--- config.mk ---
export PLATFORM = sky130hd
export DESIGN_NAME = divider_timer_with_delayed_reload_top_flat
export DESIGN_NICKNAME = d
export VERILOG_FILES = /design/src/hw/rtl/dtr_pkg.sv /design/src/hw/rtl/dtr_if.sv /design/src/hw/rtl/divider_timer_with_delayed_reload_top.sv /design/src/flat_wrapper.sv
export SDC_FILE = /design/constraint.sdc
export NUM_CORES = 1
export LEC_CHECK = 0
export BUFFER_PORTS_ARGS = -buffer_cell sky130_fd_sc_hd__buf_4
export CORE_UTILIZATION = 60
export CTS_CLUSTER_DIAMETER = 50
export DETAILED_ROUTE_END_ITERATION = 16
export PLACE_DENSITY = 0.8
export RECOVER_POWER = 100
export SLEW_MARGIN = 20
export SYNTH_ARGS = -nofsm -noshare
export SYNTH_HDL_FRONTEND = slang
export SYNTH_SLANG_ARGS = --single-unit
--- constraint.sdc ---
create_clock -name clock -period 4.01 [get_ports clock]
set_clock_uncertainty 0.1 [all_clocks]
set_input_delay 0.6015 -clock clock [delete_from_list [all_inputs] [get_ports clock]]
set_output_delay 0.6015 -clock clock [all_outputs]
set_load 0.1 [all_outputs]
--- src/hw/rtl/dtr_pkg.sv ---
// Package with the types, codes and helpers of the divider and timer block.
package dtr_pkg;

   localparam int DivWidth       = 16;
   localparam int TimerWidth     = 8;
   localparam int CtrlWidth      = 3;
   localparam int WaitWidth      = 3;
   localparam int BitIndexWidth  = 4;
   localparam int CsrIndexWidth  = 1;
   localparam int CsrDataWidth   = 1;

   localparam logic [DivWidth-1:0]      DivResetMono = 16'hAB00;
   localparam logic [DivWidth-1:0]      DivResetColor = 16'h0000;
   localparam logic [TimerWidth-1:0]    CtrlHighOnes = 8'b1111_1000;
   localparam logic [CtrlWidth-1:0]     CtrlMask = 3'b111;
   localparam logic [BitIndexWidth-1:0] FrameBit = 4'd12;
   localparam logic [WaitWidth-1:0]     ReloadTicks = 3'd4;

   typedef enum logic [1:0] {
      ActTick  = 2'd0,
      ActRead  = 2'd1,
      ActWrite = 2'd2
   } action_type;

   typedef enum logic [1:0] {
      RegDiv  = 2'd0,
      RegTima = 2'd1,
      RegTma  = 2'd2,
      RegTac  = 2'd3
   } reg_select_type;

   typedef enum logic [CsrIndexWidth-1:0] {
      CsrColorModel  = 1'd0,
      CsrDoubleSpeed = 1'd1
   } csr_index_type;

   typedef enum logic [2:0] {
      PhNormal   = 3'b001,
      PhPending  = 3'b010,
      PhReloaded = 3'b100
   } phase_type;

   // Divider bit that clocks the timer for the given control setting.
   function automatic logic [BitIndexWidth-1:0] tap_index(input logic [1:0] sel,
                                                          input logic dbl);
      logic [BitIndexWidth-1:0] base;
      case (sel)
         2'd0: base = 4'd9;
         2'd1: base = 4'd3;
         2'd2: base = 4'd5;
         2'd3: base = 4'd7;
         default: base = 4'd9;
      endcase
      return base + {3'd0, dbl};
   endfunction

endpackage

--- src/hw/rtl/dtr_if.sv ---
// Channel interfaces for request words, response words and register writes.
interface dtr_req_if;
   logic       valid;
   logic       ready;
   logic [1:0] action;
   logic [1:0] reg_select;
   logic [7:0] write_data;
   logic       tick_hold;
   modport source (output valid, action, reg_select, write_data, tick_hold, input ready);
   modport sink (input valid, action, reg_select, write_data, tick_hold, output ready);
endinterface

interface dtr_rsp_if;
   logic       valid;
   logic       ready;
   logic [7:0] read_data;
   logic       timer_irq;
   logic       frame_tick;
   modport source (output valid, read_data, timer_irq, frame_tick, input ready);
   modport sink (input valid, read_data, timer_irq, frame_tick, output ready);
endinterface

interface dtr_csr_if;
   logic                                valid;
   logic                                ready;
   logic [dtr_pkg::CsrIndexWidth-1:0]   index;
   logic [dtr_pkg::CsrDataWidth-1:0]    data;
   modport source (output valid, index, data, input ready);
   modport sink (input valid, index, data, output ready);
endinterface

--- src/hw/rtl/divider_timer_with_delayed_reload_top.sv ---
// Top level of the free-running divider and timer with delayed reload.
//
//   channel  | direction | contents
//   req_ch   | in        | action, reg_select, write_data, tick_hold
//   rsp_ch   | out       | read_data, timer_irq, frame_tick
//   csr_ch   | in        | index, data (color model, double speed)
//
// One word is taken every cycle unless a stalled response holds the input register;
// each word passes the input register, then the response register. Both hold one
// word each, so a stalled response still lets one more word in. Reset is synchronous
// and loads the divider with its monochrome value.
module divider_timer_with_delayed_reload_top (
   input  logic         clock,
   input  logic         reset,
   dtr_req_if.sink      req_ch,
   dtr_rsp_if.source    rsp_ch,
   dtr_csr_if.sink      csr_ch
);

   logic                                 s1_valid_ff, s1_valid_in;
   logic [1:0]                           s1_action_ff;
   logic [1:0]                           s1_sel_ff;
   logic [7:0]                           s1_data_ff;
   logic                                 s1_hold_ff;

   logic                                 rsp_valid_ff, rsp_valid_in;
   logic [7:0]                           rd_ff, rd_in;
   logic                                 irq_ff, irq_in;
   logic                                 frame_ff, frame_in;

   logic                                 dbl_ff;
   logic [dtr_pkg::DivWidth-1:0]         div_ff, div_in;
   logic [dtr_pkg::TimerWidth-1:0]       tc_ff, tc_in;
   logic [dtr_pkg::TimerWidth-1:0]       tm_ff, tm_in;
   logic [dtr_pkg::CtrlWidth-1:0]        ctrl_ff, ctrl_in;
   dtr_pkg::phase_type                   phase_ff, phase_in;
   logic [dtr_pkg::WaitWidth-1:0]        wait_ff, wait_in;

   logic                                 advance;
   logic                                 csr_color_wr;
   logic                                 load_div;
   logic [dtr_pkg::DivWidth-1:0]         load_val;
   logic [dtr_pkg::DivWidth-1:0]         falling;
   logic                                 bump;
   logic [dtr_pkg::TimerWidth-1:0]       bump_sum;
   logic [dtr_pkg::CtrlWidth-1:0]        new_ctrl;
   logic                                 old_high;
   logic                                 new_high;
   logic [dtr_pkg::WaitWidth-1:0]        wait_dec;
   logic [dtr_pkg::BitIndexWidth-1:0]    frame_idx;

   assign advance      = s1_valid_ff && (!rsp_valid_ff || rsp_ch.ready);
   assign req_ch.ready = !s1_valid_ff || advance;
   assign csr_ch.ready = 1'b1;
   assign s1_valid_in  = (req_ch.valid && req_ch.ready) ? 1'b1 : (advance ? 1'b0 : s1_valid_ff);
   assign rsp_valid_in = advance ? 1'b1 : (rsp_ch.ready ? 1'b0 : rsp_valid_ff);
   assign frame_idx    = dtr_pkg::FrameBit + {3'd0, dbl_ff};
   assign csr_color_wr = csr_ch.valid && csr_ch.ready &&
                         (dtr_pkg::csr_index_type'(csr_ch.index) == dtr_pkg::CsrColorModel);

   assign rsp_ch.valid      = rsp_valid_ff;
   assign rsp_ch.read_data  = rd_ff;
   assign rsp_ch.timer_irq  = irq_ff;
   assign rsp_ch.frame_tick = frame_ff;

   always_comb begin
      div_in   = div_ff;
      tc_in    = tc_ff;
      tm_in    = tm_ff;
      ctrl_in  = ctrl_ff;
      phase_in = phase_ff;
      wait_in  = wait_ff;
      rd_in    = '0;
      irq_in   = 1'b0;
      frame_in = 1'b0;
      load_div = 1'b0;
      load_val = '0;
      falling  = '0;
      bump     = 1'b0;
      bump_sum = '0;
      new_ctrl = s1_data_ff[dtr_pkg::CtrlWidth-1:0] & dtr_pkg::CtrlMask;
      old_high = ctrl_ff[2] && div_ff[dtr_pkg::tap_index(ctrl_ff[1:0], dbl_ff)];
      new_high = new_ctrl[2] && div_ff[dtr_pkg::tap_index(new_ctrl[1:0], dbl_ff)];
      wait_dec = wait_ff - 3'd1;
      if (advance) begin
         case (dtr_pkg::action_type'(s1_action_ff))
            dtr_pkg::ActTick: begin
               if (!s1_hold_ff) begin
                  if (phase_ff != dtr_pkg::PhNormal) begin
                     wait_in = wait_dec;
                     if (wait_dec == '0) begin
                        if (phase_ff == dtr_pkg::PhPending) begin
                           tc_in    = tm_ff;
                           phase_in = dtr_pkg::PhReloaded;
                           wait_in  = dtr_pkg::ReloadTicks;
                           irq_in   = 1'b1;
                        end else begin
                           phase_in = dtr_pkg::PhNormal;
                        end
                     end
                  end
                  load_div = 1'b1;
                  load_val = div_ff + 16'd1;
               end
            end
            dtr_pkg::ActRead: begin
               case (dtr_pkg::reg_select_type'(s1_sel_ff))
                  dtr_pkg::RegDiv:  rd_in = div_ff[dtr_pkg::DivWidth-1 -: 8];
                  dtr_pkg::RegTima: rd_in = (phase_ff == dtr_pkg::PhPending) ? 8'd0 : tc_ff;
                  dtr_pkg::RegTma:  rd_in = tm_ff;
                  dtr_pkg::RegTac:  rd_in = dtr_pkg::CtrlHighOnes | {5'd0, ctrl_ff};
                  default:          rd_in = '0;
               endcase
            end
            dtr_pkg::ActWrite: begin
               case (dtr_pkg::reg_select_type'(s1_sel_ff))
                  dtr_pkg::RegDiv: begin
                     load_div = 1'b1;
                     load_val = '0;
                  end
                  dtr_pkg::RegTima: begin
                     if (phase_ff != dtr_pkg::PhReloaded) begin
                        tc_in = s1_data_ff;
                     end
                  end
                  dtr_pkg::RegTma: begin
                     tm_in = s1_data_ff;
                     if (phase_ff != dtr_pkg::PhNormal) begin
                        tc_in = s1_data_ff;
                     end
                  end
                  dtr_pkg::RegTac: begin
                     bump    = old_high && !new_high;
                     ctrl_in = new_ctrl;
                  end
                  default: begin
                     tc_in = tc_ff;
                  end
               endcase
            end
            default: begin
               rd_in = '0;
            end
         endcase
         if (load_div) begin
            falling = div_ff & ~load_val;
            if (ctrl_ff[2] && falling[dtr_pkg::tap_index(ctrl_ff[1:0], dbl_ff)]) begin
               bump = 1'b1;
            end
            div_in   = load_val;
            frame_in = div_ff[frame_idx] && !load_val[frame_idx];
         end
         if (bump) begin
            bump_sum = tc_in + 8'd1;
            if (bump_sum == '0) begin
               tc_in    = tm_in;
               phase_in = dtr_pkg::PhPending;
               wait_in  = dtr_pkg::ReloadTicks;
            end else begin
               tc_in = bump_sum;
            end
         end
      end
      if (csr_color_wr) begin
         div_in = csr_ch.data[0] ? dtr_pkg::DivResetColor : dtr_pkg::DivResetMono;
      end
   end

   always_ff @(posedge clock) begin
      if (reset) begin
         s1_valid_ff  <= 1'b0;
         rsp_valid_ff <= 1'b0;
         dbl_ff       <= 1'b0;
         div_ff       <= dtr_pkg::DivResetMono;
         tc_ff        <= '0;
         tm_ff        <= '0;
         ctrl_ff      <= '0;
         phase_ff     <= dtr_pkg::PhNormal;
         wait_ff      <= '0;
      end else begin
         s1_valid_ff  <= s1_valid_in;
         rsp_valid_ff <= rsp_valid_in;
         div_ff       <= div_in;
         tc_ff        <= tc_in;
         tm_ff        <= tm_in;
         ctrl_ff      <= ctrl_in;
         phase_ff     <= phase_in;
         wait_ff      <= wait_in;
         if (csr_ch.valid && csr_ch.ready) begin
            case (dtr_pkg::csr_index_type'(csr_ch.index))
               dtr_pkg::CsrDoubleSpeed: begin
                  dbl_ff <= csr_ch.data[0];
               end
               default: begin
                  dbl_ff <= dbl_ff;
               end
            endcase
         end
      end
   end

   always_ff @(posedge clock) begin
      if (req_ch.valid && req_ch.ready) begin
         s1_action_ff <= req_ch.action;
         s1_sel_ff    <= req_ch.reg_select;
         s1_data_ff   <= req_ch.write_data;
         s1_hold_ff   <= req_ch.tick_hold;
      end
      if (advance) begin
         rd_ff    <= rd_in;
         irq_ff   <= irq_in;
         frame_ff <= frame_in;
      end
   end

   a_wait_live: assert property (@(posedge clock) disable iff (reset)
      phase_ff != dtr_pkg::PhNormal |-> wait_ff != '0)
      else $error("reload phase active with an empty wait counter");

   a_word_kept: assert property (@(posedge clock) disable iff (reset)
      s1_valid_ff && !advance |=> s1_valid_ff)
      else $error("buffered request word dropped without being processed");

   a_irq_no_read: assert property (@(posedge clock) disable iff (reset)
      rsp_valid_ff && irq_ff |-> rd_ff == '0)
      else $error("interrupt reported on a register read");

   a_frame_no_read: assert property (@(posedge clock) disable iff (reset)
      rsp_valid_ff && frame_ff |-> rd_ff == '0)
      else $error("frame tick reported on a register read");

endmodule

--- src/flat_wrapper.sv ---
// flat-port wrapper written by rule: the top's interface ports become plain ports
module divider_timer_with_delayed_reload_top_flat 
  (clock, reset, req_ch_valid, req_ch_action, req_ch_reg_select, req_ch_write_data, req_ch_tick_hold, req_ch_ready, rsp_ch_valid, rsp_ch_read_data, rsp_ch_timer_irq, rsp_ch_frame_tick, rsp_ch_ready, csr_ch_valid, csr_ch_index, csr_ch_data, csr_ch_ready);
  dtr_req_if req_ch_i ();
  dtr_rsp_if rsp_ch_i ();
  dtr_csr_if csr_ch_i ();
  input  logic clock;
  input  logic reset;
  input wire logic [$bits(req_ch_i.valid)-1:0] req_ch_valid;
  input wire logic [$bits(req_ch_i.action)-1:0] req_ch_action;
  input wire logic [$bits(req_ch_i.reg_select)-1:0] req_ch_reg_select;
  input wire logic [$bits(req_ch_i.write_data)-1:0] req_ch_write_data;
  input wire logic [$bits(req_ch_i.tick_hold)-1:0] req_ch_tick_hold;
  output wire logic [$bits(req_ch_i.ready)-1:0] req_ch_ready;
  output wire logic [$bits(rsp_ch_i.valid)-1:0] rsp_ch_valid;
  output wire logic [$bits(rsp_ch_i.read_data)-1:0] rsp_ch_read_data;
  output wire logic [$bits(rsp_ch_i.timer_irq)-1:0] rsp_ch_timer_irq;
  output wire logic [$bits(rsp_ch_i.frame_tick)-1:0] rsp_ch_frame_tick;
  input wire logic [$bits(rsp_ch_i.ready)-1:0] rsp_ch_ready;
  input wire logic [$bits(csr_ch_i.valid)-1:0] csr_ch_valid;
  input wire logic [$bits(csr_ch_i.index)-1:0] csr_ch_index;
  input wire logic [$bits(csr_ch_i.data)-1:0] csr_ch_data;
  output wire logic [$bits(csr_ch_i.ready)-1:0] csr_ch_ready;
  assign req_ch_i.valid = req_ch_valid;
  assign req_ch_i.action = req_ch_action;
  assign req_ch_i.reg_select = req_ch_reg_select;
  assign req_ch_i.write_data = req_ch_write_data;
  assign req_ch_i.tick_hold = req_ch_tick_hold;
  assign req_ch_ready = req_ch_i.ready;
  assign rsp_ch_valid = rsp_ch_i.valid;
  assign rsp_ch_read_data = rsp_ch_i.read_data;
  assign rsp_ch_timer_irq = rsp_ch_i.timer_irq;
  assign rsp_ch_frame_tick = rsp_ch_i.frame_tick;
  assign rsp_ch_i.ready = rsp_ch_ready;
  assign csr_ch_i.valid = csr_ch_valid;
  assign csr_ch_i.index = csr_ch_index;
  assign csr_ch_i.data = csr_ch_data;
  assign csr_ch_ready = csr_ch_i.ready;
  divider_timer_with_delayed_reload_top u_core (.clock(clock), .reset(reset), .req_ch(req_ch_i), .rsp_ch(rsp_ch_i), .csr_ch(csr_ch_i));
endmodule
# Yosys cells after proc, flatten, opt, wreduce, memory -nomap -nowiden
# Cells that the tools add are included.
[classes]
multipliers = 0
bitwise = 6
div_mod_pow = 0
shifts = 0
addsub = 7
n_eq_ne = 14
n_mux = 64
reduce_logical = 28
order_cmp = 4
[op_table]
columns = ["cell", "n"]
rows = [
  ["$mux 16", 7],
  ["$mux 8", 12],
  ["$mux 3", 14],
  ["$pmux 4 s4", 2],
  ["$pmux 8 s2", 2],
  ["$pmux 8 s4", 1],
  ["$bmux 1 s4", 5],
  ["$lt 4x5->1 const B", 4],
  ["$mux 1", 18],
  ["$add 16x1->16 const B", 1],
  ["$and 16x16->16", 1],
  ["$not 16->16", 1],
  ["$eq 2x2->1 const B", 7],
  ["$add 4x1->4", 3],
  ["$add 8x1->8 const B", 1],
  ["$eq 2x1->1 const B", 4],
  ["$logic_and 1x1->1", 8],
  ["$logic_not 2->1", 4],
  ["$logic_not 8->1", 1],
  ["$mux 4", 2],
  ["$reduce_bool 2->1", 4],
  ["$add 3x2->4 const A", 1],
  ["$logic_not 1->1", 4],
  ["$not 1->1", 4],
  ["10 further kinds", 12],
]
[word_totals]
in_bits = 20
ramBits = 0
latchBits = 0
memories = 0
out_inout_bits = 13
mem_bits_ro = 0
ff_bits = 67

# Longest topological paths before layout
# Gate-level depths: netlist of the first run.
[depth]
depth_word = 14
ltp_mapped = 13
mapped_depth_nobuf = 12

# Worst setup path after synthesis of the first run
# Ideal clock, no wire load.
[synth_timing]
path_type = "flip-flop to flip-flop"
startpoint = "reg u_core.div_ff[0] (netlist name)"
endpoint = "reg u_core.tc_ff[2] (netlist name)"
setup_slack_ns = 1.044
path_stages_with_launch = 13
synth_period_minus_slack_ns = 2.966
setup_ns = 0.126
t_required_ns = 3.784
arrival_ns = 2.740
cell_sequence = "dfxtp_1 > ha_1 > and3_1 > clkbuf_1 > nand2_1 > a2111oi_0 > nor2_1 > o311a_1 > o21ai_1 > clkbuf_1 > a211oi_1 > a311oi_1 > o21ai_1"
[synth_between]
elab_chain_len = 13
[synth_rtl]
columns = ["item", "line_no", "source"]
rows = [
  ["start: declaration", "divider_timer_with_delayed_reload_top.sv:32", "logic [dtr_pkg::DivWidth-1:0] div_ff, div_in;"],
  ["start signal: assignment", "divider_timer_with_delayed_reload_top.sv:174", "div_ff <= dtr_pkg::DivResetMono;"],
  ["start signal: assignment", "divider_timer_with_delayed_reload_top.sv:183", "div_ff <= div_in;"],
  ["$add 16x1->16", "divider_timer_with_delayed_reload_top.sv:103", "load_val = div_ff + 16'd1;"],
  ["$mux 16", "divider_timer_with_delayed_reload_top.sv:88", "if (!s1_hold_ff) begin"],
  ["$mux 16", "-", ""],
  ["$mux 16", "divider_timer_with_delayed_reload_top.sv:85", "if (advance) begin"],
  ["$not 16->16", "divider_timer_with_delayed_reload_top.sv:146", "falling = div_ff & ~load_val;"],
  ["$and 16x16->16", "divider_timer_with_delayed_reload_top.sv:146", ""],
  ["$bmux 1 s4", "divider_timer_with_delayed_reload_top.sv:147", "if (ctrl_ff[2] && falling[dtr_pkg::tap_index(ctrl_ff[1:0], dbl_ff)]) begin"],
  ["$mux 1 (not written as such)", "divider_timer_with_delayed_reload_top.sv:147", ""],
  ["$logic_and 1x1->1", "divider_timer_with_delayed_reload_top.sv:147", ""],
  ["$mux 1", "divider_timer_with_delayed_reload_top.sv:147", ""],
  ["$mux 1 *", "divider_timer_with_delayed_reload_top.sv:145", "if (load_div) begin"],
  ["$mux 1 *", "divider_timer_with_delayed_reload_top.sv:85", ""],
  ["$mux 8 *", "divider_timer_with_delayed_reload_top.sv:153", "if (bump) begin"],
  ["end signal: assignment", "divider_timer_with_delayed_reload_top.sv:184", "tc_ff <= tc_in;"],
  ["end: declaration", "divider_timer_with_delayed_reload_top.sv:33", "logic [dtr_pkg::TimerWidth-1:0] tc_ff, tc_in;"],
]
# Every way passes the cells marked *; elsewhere a longest branch is shown, timed or not. The select of a mux whose other input is x is not followed.
# A chain may end at the register's enable or synchronous reset.

# Final worst setup path of the first run
[layout_timing]
startpoint = "reg u_core.s1_sel_ff[0]"
endpoint = "reg u_core.phase_ff[0]"
[layout_between]
elab_chain_len = 8
[layout_rtl]
columns = ["item", "line_no", "source"]
rows = [
  ["start: declaration", "divider_timer_with_delayed_reload_top.sv:22", "logic [1:0] s1_sel_ff;"],
  ["start signal: assignment", "divider_timer_with_delayed_reload_top.sv:205", "s1_sel_ff <= req_ch.reg_select;"],
  ["$eq 2x2->1 / $eq 2x1->1 (equally long branches)", "divider_timer_with_delayed_reload_top.sv:116", "case (dtr_pkg::reg_select_type'(s1_sel_ff))"],
  ["$pmux 8 s2", "divider_timer_with_delayed_reload_top.sv:116", ""],
  ["$pmux 8 s2", "divider_timer_with_delayed_reload_top.sv:86", "case (dtr_pkg::action_type'(s1_action_ff))"],
  ["$mux 8", "divider_timer_with_delayed_reload_top.sv:85", ""],
  ["$add 8x1->8", "divider_timer_with_delayed_reload_top.sv:154", "bump_sum = tc_in + 8'd1;"],
  ["$logic_not 8->1", "divider_timer_with_delayed_reload_top.sv:155", "if (bump_sum == '0) begin"],
  ["$mux 3", "divider_timer_with_delayed_reload_top.sv:155", ""],
  ["$mux 3 *", "divider_timer_with_delayed_reload_top.sv:153", ""],
  ["end signal: assignment", "divider_timer_with_delayed_reload_top.sv:178", "phase_ff <= dtr_pkg::PhNormal;"],
  ["end signal: assignment", "divider_timer_with_delayed_reload_top.sv:187", "phase_ff <= phase_in;"],
  ["end: declaration", "divider_timer_with_delayed_reload_top.sv:36", "dtr_pkg::phase_type phase_ff, phase_in;"],
]
# Marks and branches as above.

==> results.json, run 1 <==
{
  "power_frac_seq_pct": 48.2,
  "antenna_cells": 0,
  "p_comb_share_pct": 13.5,
  "drt_iter0_drc": 642,
  "clockBufferDepth": 2,
  "rsz0062_at_grt": "false",
  "hold_violations": 0,
  "antenna_found_initial": 0,
  "syn_area_mm2": 0.00438,
  "coreArea_mm2": 0.00691,
  "finalSetupTns_ps": 0,
  "fillers": 599,
  "wl_mm": 12.0,
  "place_congestion": 1.00,
  "grt.overflow.total": 0,
  "drive_gt1_share_pct": 11.4,
  "post-route-period-util_pct": 92.7,
  "powerDensity_mw_per_mm2": 326,
  "yosysWarnings": 0,
  "path_clk_slew_ps": 80,
  "min_period_ps": 3720,
  "routedWlPerCell_um": 18.7,
  "power.internal_mw": 1.12,
  "syn_to_final_growth_pct": 9.52,
  "path_max_fanout": 15,
  "ys.flop_type": "dfxtp_1",
  "post-dp-hpwl_mm": 8.56,
  "portBuffers": 31,
  "ant_nets": 0,
  "syn_avg_cell_area_um2": 8.32,
  "tightestPinTransition_ps": 1180,
  "rr_startpoint": "u_core.s1_sel_ff[0]$_DFFE_PP_",
  "seqCellArea_mm2": 0.00157,
  "hold_depth": 1,
  "whs_endpoint": "u_core.s1_data_ff[4]$_DFFE_PP_",
  "worstPathRequired_ps": 4130,
  "rr_endpoint": "u_core.phase_ff[0]$_SDFFE_PP1P_",
  "ys_seq_area_share_pct": 35.9,
  "worstSetupStartpointType": "flip-flop",
  "end_kind": "flip-flop",
  "dp.cells": 624,
  "netlist_top_cells_area": "dfxtp_1, edfxtp_1, nand2_1",
  "maxSlewHeadroom_pct": 21.9,
  "multi_input_area_mm2": 0.00259,
  "dr_total_vias": 4315,
  "cts_resized": 0,
  "synth.top_cell.area_share_pct": 20.1,
  "rows": 30,
  "cellLeakagePower_nw": 1.70,
  "hold_buffers": 0,
  "power_mw": 1.56,
  "synth_most_common_cell": "nand2_1",
  "cts_buffers": 9,
  "grt_max_degree": 25,
  "yosysTopAreaCell": "dfxtp_1",
  "synth-edff-count": 23,
  "firstDrtPassIters": 7,
  "r2r_slack_ps": 290,
  "drc_errors": 0,
  "crit_type": "flip-flop to flip-flop",
  "critPathArrivalTime_ps": 3830,
  "htree_levels": 3,
  "rr_worst_depth": 11,
  "grt_pass1_wl_mm": 19.1,
  "slew_violations": 0,
  "insertion_delay_ps": 360,
  "start_util_pct": 63.4,
  "die_h_um": 87.4,
  "cts_setup_buffers": 0,
  "async_flop_share_pct": 0,
  "die_w_um": 87.4,
  "synthesis.nets": 556,
  "stdcell_count": 640,
  "min_path_type": "primary input to flip-flop",
  "drv_cap": 0,
  "finalSetupViolCount": 0,
  "p_switching_mw": 0.444,
  "cts-root-buf": "clkbuf_8",
  "synth_common_cells": "nand2_1, dfxtp_1, a21oi_1, nor2_1",
  "viasPerCell": 6.74,
  "boundaryPins": 33,
  "synth_cells": 526,
  "dieArea_mm2": 0.00764,
  "p_clk_share_pct": 38.3,
  "max_freq_mhz": 269,
  "grt_pass1_vias": 3758,
  "cts_tree": "built",
  "clkSinkCount": 67,
  "synth-seq-cells": 67,
  "swShare_pct": 28.4,
  "fin_nets": 569,
  "track_usage_pct": 33.1,
  "peakVddDrop_v": 0.000235,
  "outcome": "complete, no violations",
  "ys_types": 67,
  "hp-start": "req_ch_write_data[4]"
}
[power by group through the flow]
stage	combinational [mW]	clock (mW)	sequential [mW]
floorplan	0.125	0	0.791
global placement	0.209	0	0.766
detailed placement	0.213	0	0.766
CTS	0.214	0.605	0.750
global route	0.226	0.632	0.754
finish	0.210	0.598	0.752
[logic make-up after synthesis]
kind of cell	synth area share, %
simple gates	25.5
compound gates	21.9
mux	7.46
fa+ha+maj	2.86
other cells	0.0857
xor+xnor	1.40
buf+inv	4.86
flops	35.9
[sequential cells by signal, indices dropped and copies added (netlist names)]
name                      count
u_core.div_ff                16
u_core.rsp_ch.read_data       8
u_core.s1_data_ff             8
u_core.tc_ff                  8
u_core.tm_ff                  8
u_core.ctrl_ff                3
u_core.phase_ff               3
u_core.wait_ff                3
u_core.s1_action_ff           2
u_core.s1_sel_ff              2
u_core.dbl_ff                 1
u_core.rsp_ch.frame_tick      1
u_core.rsp_ch.timer_irq       1
u_core.rsp_ch.valid           1
u_core.s1_hold_ff             1
u_core.s1_valid_ff            1
[area by class of cell]
cell class,instances,area share [%]
flip-flops and latches,67,32.8
repair buffers,40,5.09
multi-input cells,407,54.1
well taps,96,2.51
inverters,14,1.10
clock buffers,11,3.19
clock inverters,5,1.25
[cells in the final DEF, fill, tap and decap left out, types with 4 or more instances in the layout]
| cell type | synthesis | layout |
|---|---|---|
| dfxtp_1 | 44 | 44 |
| a211oi_1 | 8 | 8 |
| edfxtp_1 | 23 | 23 |
| a221oi_1 | 11 | 11 |
| or3_1 | 6 | 6 |
| a22oi_1 | 5 | 5 |
| o211ai_1 | 5 | 5 |
| inv_1 | 14 | 14 |
| ha_1 | 10 | 10 |
| nand3_1 | 28 | 28 |
| a21oi_1 | 38 | 38 |
| o21ai_0 | 23 | 24 |
| buf_4 | 1 | 12 |
| xnor2_1 | 5 | 5 |
| a222oi_1 | 4 | 4 |
| nand2b_1 | 8 | 8 |
| clkbuf_1 | 28 | 16 |
| nor2b_1 | 10 | 10 |
| a311oi_1 | 5 | 5 |
| clkbuf_8 | 0 | 9 |
| mux4_2 | 5 | 5 |
| nand2_1 | 76 | 76 |
| clkbuf_4 | 0 | 13 |
| a31oi_1 | 16 | 16 |
| nand4_1 | 8 | 8 |
| mux2i_1 | 18 | 18 |
| nor3_1 | 19 | 19 |
| or2_2 | 5 | 5 |
| nor2_1 | 33 | 33 |
| and3_1 | 6 | 6 |
[how the worst max path moves through the flow]
stage,startpoint,end,slack [ps],cells after the start
finish,u_core.s1_sel_ff[0]$_DFFE_PP_,u_core.phase_ff[0]$_SDFFE_PP1P_,290,11
global route,u_core.s1_sel_ff[0]$_DFFE_PP_,u_core.phase_ff[0]$_SDFFE_PP1P_,20,11
CTS,u_core.s1_sel_ff[0]$_DFFE_PP_,u_core.phase_ff[0]$_SDFFE_PP1P_,350,11
detailed placement,u_core.s1_sel_ff[0]$_DFFE_PP_,u_core.phase_ff[0]$_SDFFE_PP1P_,360,11
global placement,u_core.s1_sel_ff[0]$_DFFE_PP_,u_core.phase_ff[0]$_SDFFE_PP1P_,470,11
floorplan,u_core.div_ff[0]$_SDFFE_PP0P_,u_core.tc_ff[2]$_SDFFE_PP0P_,1040,12
[routing by layer]
layer	wire [µm]	part of all wire [%]	global-route usage, %	up-vias
li1	-	-	-	1990
met1	5110	43	47.6	1988
met2	5200	43	47.9	300
met3	1410	12	8.63	37
met4	259	2.2	11.0	0
met5	0	0	0	-
[metrics by stage]
step | util, % | setup WS [ps] | cell area [µm²] | hold WS, ps
after CTS | 70.2 | 345 | 4850 | 312
after global routing | 69.4 | 17.5 | 4790 | 329
after detailed placement | 67.1 | 356 | 4640 | 395
final | 69.4 | 294 | 4790 | 337
after global placement | 67.1 | 473 | 4640 | 392
after floorplan | - | 1040 | 4380 | 357
[worst max-delay path: stages (launching register included)]
cell and delay [ps]:
edfxtp_1 430, inv_1 100, ha_1 500, nor4b_2 120
nor4_2 580, o2bb2ai_1 200, o22ai_1 200, nor4_4 440
mux2i_1 270, and2_4 270, and3_1 250, a22oi_1 100
Note: power is estimated with default switching activity, not from simulation.
==> run 2: changes to the inputs <==
- RECOVER_POWER: 100 -> 50
==> run 2 against run 1 <==
  * First-iteration DRC count decreased by 4.2%
  * Final cell count unchanged
  * Die area unchanged
  * Highest routed layer unchanged
  * Hold slack improved by 1.5 ps
  * Core utilization is 0.054 points higher
  * Register-to-register slack is essentially flat
  * Worst setup slack better by 14 ps
  * Sequential cell count is the same
  * Via count rose by 0.25%
==> results.json, run 2 (same netlist as run 1, synthesis figures left out) <==
{
  "hold_buffers": 0,
  "post-route-period-util_pct": 92.3,
  "grt.overflow.total": 0,
  "place_congestion": 1.00,
  "grt_pass1_vias": 3758,
  "end_kind": "flip-flop",
  "coreArea_mm2": 0.00691,
  "peakVddDrop_v": 0.000236,
  "cellLeakagePower_nw": 1.70,
  "drc_errors": 0,
  "cp-startpoint": "u_core.s1_sel_ff[0]$_DFFE_PP_",
  "clkSinkCount": 67,
  "start_util_pct": 63.4,
  "clockBufferDepth": 2,
  "syn_to_final_growth_pct": 9.61,
  "final_cell_mix": "nand2_1, dfxtp_1, a21oi_1, nor2_1, nand3_1",
  "insertion_delay_ps": 360,
  "r2r_slack_ps": 310,
  "path_clk_slew_ps": 80,
  "hold_violations": 0,
  "largest_reg_flops": 16,
  "slew_violations": 0,
  "powerDensity_mw_per_mm2": 325,
  "critPathArrivalTime_ps": 3820,
  "rsz0062_at_grt": "false",
  "rows": 30,
  "min_period_ps": 3700,
  "fin_nets": 569,
  "antenna_found_initial": 0,
  "power_mw": 1.56,
  "max_freq_mhz": 270,
  "largest_register": "u_core.div_ff",
  "dr_total_vias": 4326,
  "cts_resized": 0,
  "drive_gt1_share_pct": 11.6,
  "postPlaceCellArea_mm2": 0.00464,
  "firstDrtPassIters": 7,
  "antenna_cells": 0,
  "crit_type": "flip-flop to flip-flop",
  "portBuffers": 31,
  "wl_mm": 12.0,
  "htree_levels": 3,
  "cts_tree": "built",
  "ant_nets": 0,
  "finalSetupTns_ps": 0,
  "worstSetupStartpointType": "flip-flop",
  "rr_startpoint": "u_core.s1_sel_ff[0]$_DFFE_PP_",
  "worstPathRequired_ps": 4130,
  "die_h_um": 87.4,
  "tightestPinTransition_ps": 1180,
  "outcome": "complete, no violations",
  "finalSetupViolCount": 0,
  "cts_buffers": 9,
  "grt_pass1_wl_mm": 19.1,
  "path_max_fanout": 15,
  "viasPerCell": 6.76,
  "hp-start": "req_ch_write_data[4]",
  "drt_iter0_drc": 615,
  "fin_util_pct": 69.4,
  "cts-root-buf": "clkbuf_8",
  "die_w_um": 87.4,
  "track_usage_pct": 33.1,
  "drv_cap": 0,
  "whs_ps": 338,
  "boundaryPins": 33,
  "grt_max_degree": 25,
  "final_common_cell": "nand2_1",
  "design_area_mm2": 0.00480,
  "routedWlPerCell_um": 18.8,
  "cts_setup_buffers": 0,
  "dieArea_mm2": 0.00764,
  "post-dp-hpwl_mm": 8.56,
  "maxSlewHeadroom_pct": 21.9,
  "min_path_type": "primary input to flip-flop"
}
[run 2: cell types whose count changed in the layout (fill, tap and decap cells not counted), sizes merged]
cell,change
clkbuf,-1
buf,+1
[run 2: worst max-delay path, stage by stage, from the launching register on]
cell and delay, ps:
edfxtp_1 430, inv_1 100, ha_1 490, nor4b_2 120, nor4_2 570, o2bb2ai_1 200
o22ai_1 200, nor4_4 440, mux2i_1 280, and2_4 280, and3_1 250, a22oi_1 100
[run 2: final timing paths]
| path | cells past startpoint | endpoint |
|---|---|---|
| max | 11 | u_core.phase_ff[0]$_SDFFE_PP1P_ |
| min | 1 | u_core.s1_data_ff[4]$_DFFE_PP_ |
| max reg2reg | 11 | u_core.phase_ff[0]$_SDFFE_PP1P_ |
| min reg2reg | 2 | u_core.tm_ff[7]$_SDFFE_PP0P_ |
[run 2: layout make-up]
class,instances,area [µm²]
multi-input combinational,407,2590
fill,597,2110
sequential,67,1570
timing repair buffer,40,248
clock buffer,11,153
tap,96,120
clock inverter,5,60.1
inverter,14,52.6
[run 2: metal layers]
metal,wire (µm),GRT usage (%),vias to the layer above
met5,0,0,-
met3,1380,8.63,36
met1,5170,47.6,1994
li1,-,-,1993
met2,5260,47.9,303
met4,210,11.0,0
[run 2: where the power goes]
group          leakage, nW  internal, mW  switching (mW)
logic                 1.02        0.0662           0.145
registers            0.578         0.724          0.0275
clock network        0.105         0.326           0.272
total                 1.70          1.12           0.444
[run 2: metrics by stage]
step	worst slack [ps]	cells
after floorplan	1040	526
after global placement	473	624
after detailed placement	356	624
after CTS	345	640
after global routing	17.5	640
final	308	640
==> run 3: changes to the inputs <==
- ABC_CLOCK_PERIOD_IN_PS: default -> 4010
- CTS_BUF_LIST: default -> sky130_fd_sc_hd__clkbuf_4 sky130_fd_sc_hd__clkbuf_8
- SKIP_CTS_REPAIR_TIMING: default -> 1
==> run 3 against run 2 <==
  * Critical path depth stayed put
  * Via count is 0.44% lower
  * Die area stayed put
  * Wire length hardly changed
  * Largest power group unchanged
  * Non-clock buffer count stayed put
  * Total power is 1.8% higher
  * Clock-buffer cell count is 1 lower
==> results.json, run 3 (same netlist as run 1, synthesis figures left out) <==
{
  "drv_cap": 0,
  "critPathArrivalTime_ps": 3820,
  "swShare_pct": 27.7,
  "clkSinkCount": 67,
  "die_w_um": 87.4,
  "design_area_mm2": 0.00480,
  "hold_violations": 0,
  "clockBufferDepth": 2,
  "post-route-period-util_pct": 92.6,
  "cellLeakagePower_nw": 1.71,
  "finalSetupViolCount": 0,
  "dieArea_mm2": 0.00764,
  "hold_depth": 1,
  "path_cells": "inv_1 > ha_1 > nor4b_2 > nor4_2 > o2bb2ai_1 > o22ai_1 > nor4_4 > mux2i_1 > and2_4 > and3_1 > a22oi_1",
  "rows": 30,
  "power_frac_seq_pct": 47.3,
  "largest_reg_flops": 16,
  "grt_max_degree": 25,
  "stdcell_count": 640,
  "postPlaceCellArea_mm2": 0.00464,
  "antenna_cells": 0,
  "hp-start": "req_ch_action[0]",
  "worstPathRequired_ps": 4120,
  "wl_mm": 12.0,
  "die_h_um": 87.4,
  "firstDrtPassIters": 8,
  "dr_total_vias": 4307,
  "htree_levels": 3,
  "insertion_delay_ps": 350,
  "p_switching_mw": 0.439,
  "crit_type": "flip-flop to flip-flop",
  "drt_iter0_drc": 634,
  "fin_nets": 569,
  "start_util_pct": 63.4,
  "drive_gt1_share_pct": 11.8,
  "rsz0062_at_grt": "false",
  "boundaryPins": 33,
  "whs_ps": 344,
  "routedWlPerCell_um": 18.8,
  "p_clk_share_pct": 39.3,
  "grt_pass1_wl_mm": 19.2,
  "power_mw": 1.59,
  "cts-root-buf": "clkbuf_8",
  "track_usage_pct": 33.2,
  "slew_violations": 0,
  "place_congestion": 1.00,
  "rr_endpoint": "u_core.phase_ff[0]$_SDFFE_PP1P_",
  "whs_endpoint": "u_core.s1_action_ff[0]$_DFFE_PP_",
  "rr_startpoint": "u_core.s1_sel_ff[0]$_DFFE_PP_",
  "coreArea_mm2": 0.00691,
  "outcome": "complete, no violations",
  "fillers": 588,
  "max_freq_mhz": 269,
  "grt_pass1_vias": 3771,
  "final_cell_mix": "nand2_1, dfxtp_1, a21oi_1, nor2_1, nand3_1",
  "multi_input_area_mm2": 0.00259,
  "largest_register": "u_core.div_ff",
  "drc_errors": 0,
  "p_comb_share_pct": 13.3,
  "crit_slowest_cell": "nor4_2",
  "post-dp-hpwl_mm": 8.56,
  "tightestPinTransition_ps": 1180,
  "max_stage_delay_ps": 570,
  "final_common_cell": "nand2_1",
  "viasPerCell": 6.73,
  "r2r_slack_ps": 300,
  "end_kind": "flip-flop",
  "maxSlewHeadroom_pct": 21.9,
  "peakVddDrop_v": 0.000248,
  "cp-startpoint": "u_core.s1_sel_ff[0]$_DFFE_PP_",
  "min_period_ps": 3710,
  "path_max_fanout": 15,
  "rr_worst_depth": 11,
  "ant_nets": 0,
  "finalSetupTns_ps": 0,
  "antenna_found_initial": 0,
  "path_clk_slew_ps": 80,
  "dp.cells": 624,
  "powerDensity_mw_per_mm2": 331,
  "grt.overflow.total": 0,
  "syn_to_final_growth_pct": 9.81,
  "worstSetupStartpointType": "flip-flop",
  "cts_tree": "built",
  "portBuffers": 31,
  "seqCellArea_mm2": 0.00157,
  "power.internal_mw": 1.15,
  "cts_buffers": 9,
  "min_path_type": "primary input to flip-flop"
}
run 3: layer usage:
metal  track usage, %  wire (µm)
met1             47.6       5030
met2             48.2       5310
met3             9.00       1490
met4             10.7        200
met5                0          0
run 3: how the worst max path moves through the flow:
stage | endpoint | slack (ps) | depth (start not counted)
after floorplan | u_core.tc_ff[2]$_SDFFE_PP0P_ | 1040 | 12
after global placement | u_core.phase_ff[0]$_SDFFE_PP1P_ | 470 | 11
after detailed placement | u_core.phase_ff[0]$_SDFFE_PP1P_ | 360 | 11
after CTS | u_core.phase_ff[0]$_SDFFE_PP1P_ | 350 | 11
after global routing | u_core.phase_ff[0]$_SDFFE_PP1P_ | 20 | 11
final | u_core.phase_ff[0]$_SDFFE_PP1P_ | 300 | 11
run 3: power by group through the flow:
stage / Clock [mW] / Sequential (mW) / Combinational, mW
2_1_floorplan: 0 / 0.791 / 0.125
3_3_place_gp: 0 / 0.766 / 0.209
6_report: 0.625 / 0.752 / 0.212
3_5_place_dp: 0 / 0.766 / 0.213
4_1_cts: 0.636 / 0.750 / 0.214
5_1_grt: 0.665 / 0.754 / 0.226
run 3: per-stage QoR:
| step | utilization (%) | worst slack (ps) |
|---|---|---|
| after floorplan | - | 1040 |
| after global placement | 67.1 | 473 |
| after detailed placement | 67.1 | 356 |
| after CTS | 70.3 | 347 |
| after global routing | 69.6 | 18.5 |
| final | 69.6 | 297 |
run 3: area by class of cell:
cell class                 count  share of cell area (%)
tap                           96                    2.50
multi-input combinational    407                    53.9
clock inverter                 6                    1.87
timing repair buffer          40                    5.16
inverter                      14                    1.09
clock buffer                  10                    2.73
sequential                    67                    32.7
run 3: critical path, delay by kind of cell, from the launching register on:
kind            cells  cell delay (ps)
fa+ha+maj           1              510
compound gates      3              500
mux                 1              280
flops               1              430
simple gates        5             1670
buf+inv             1              100
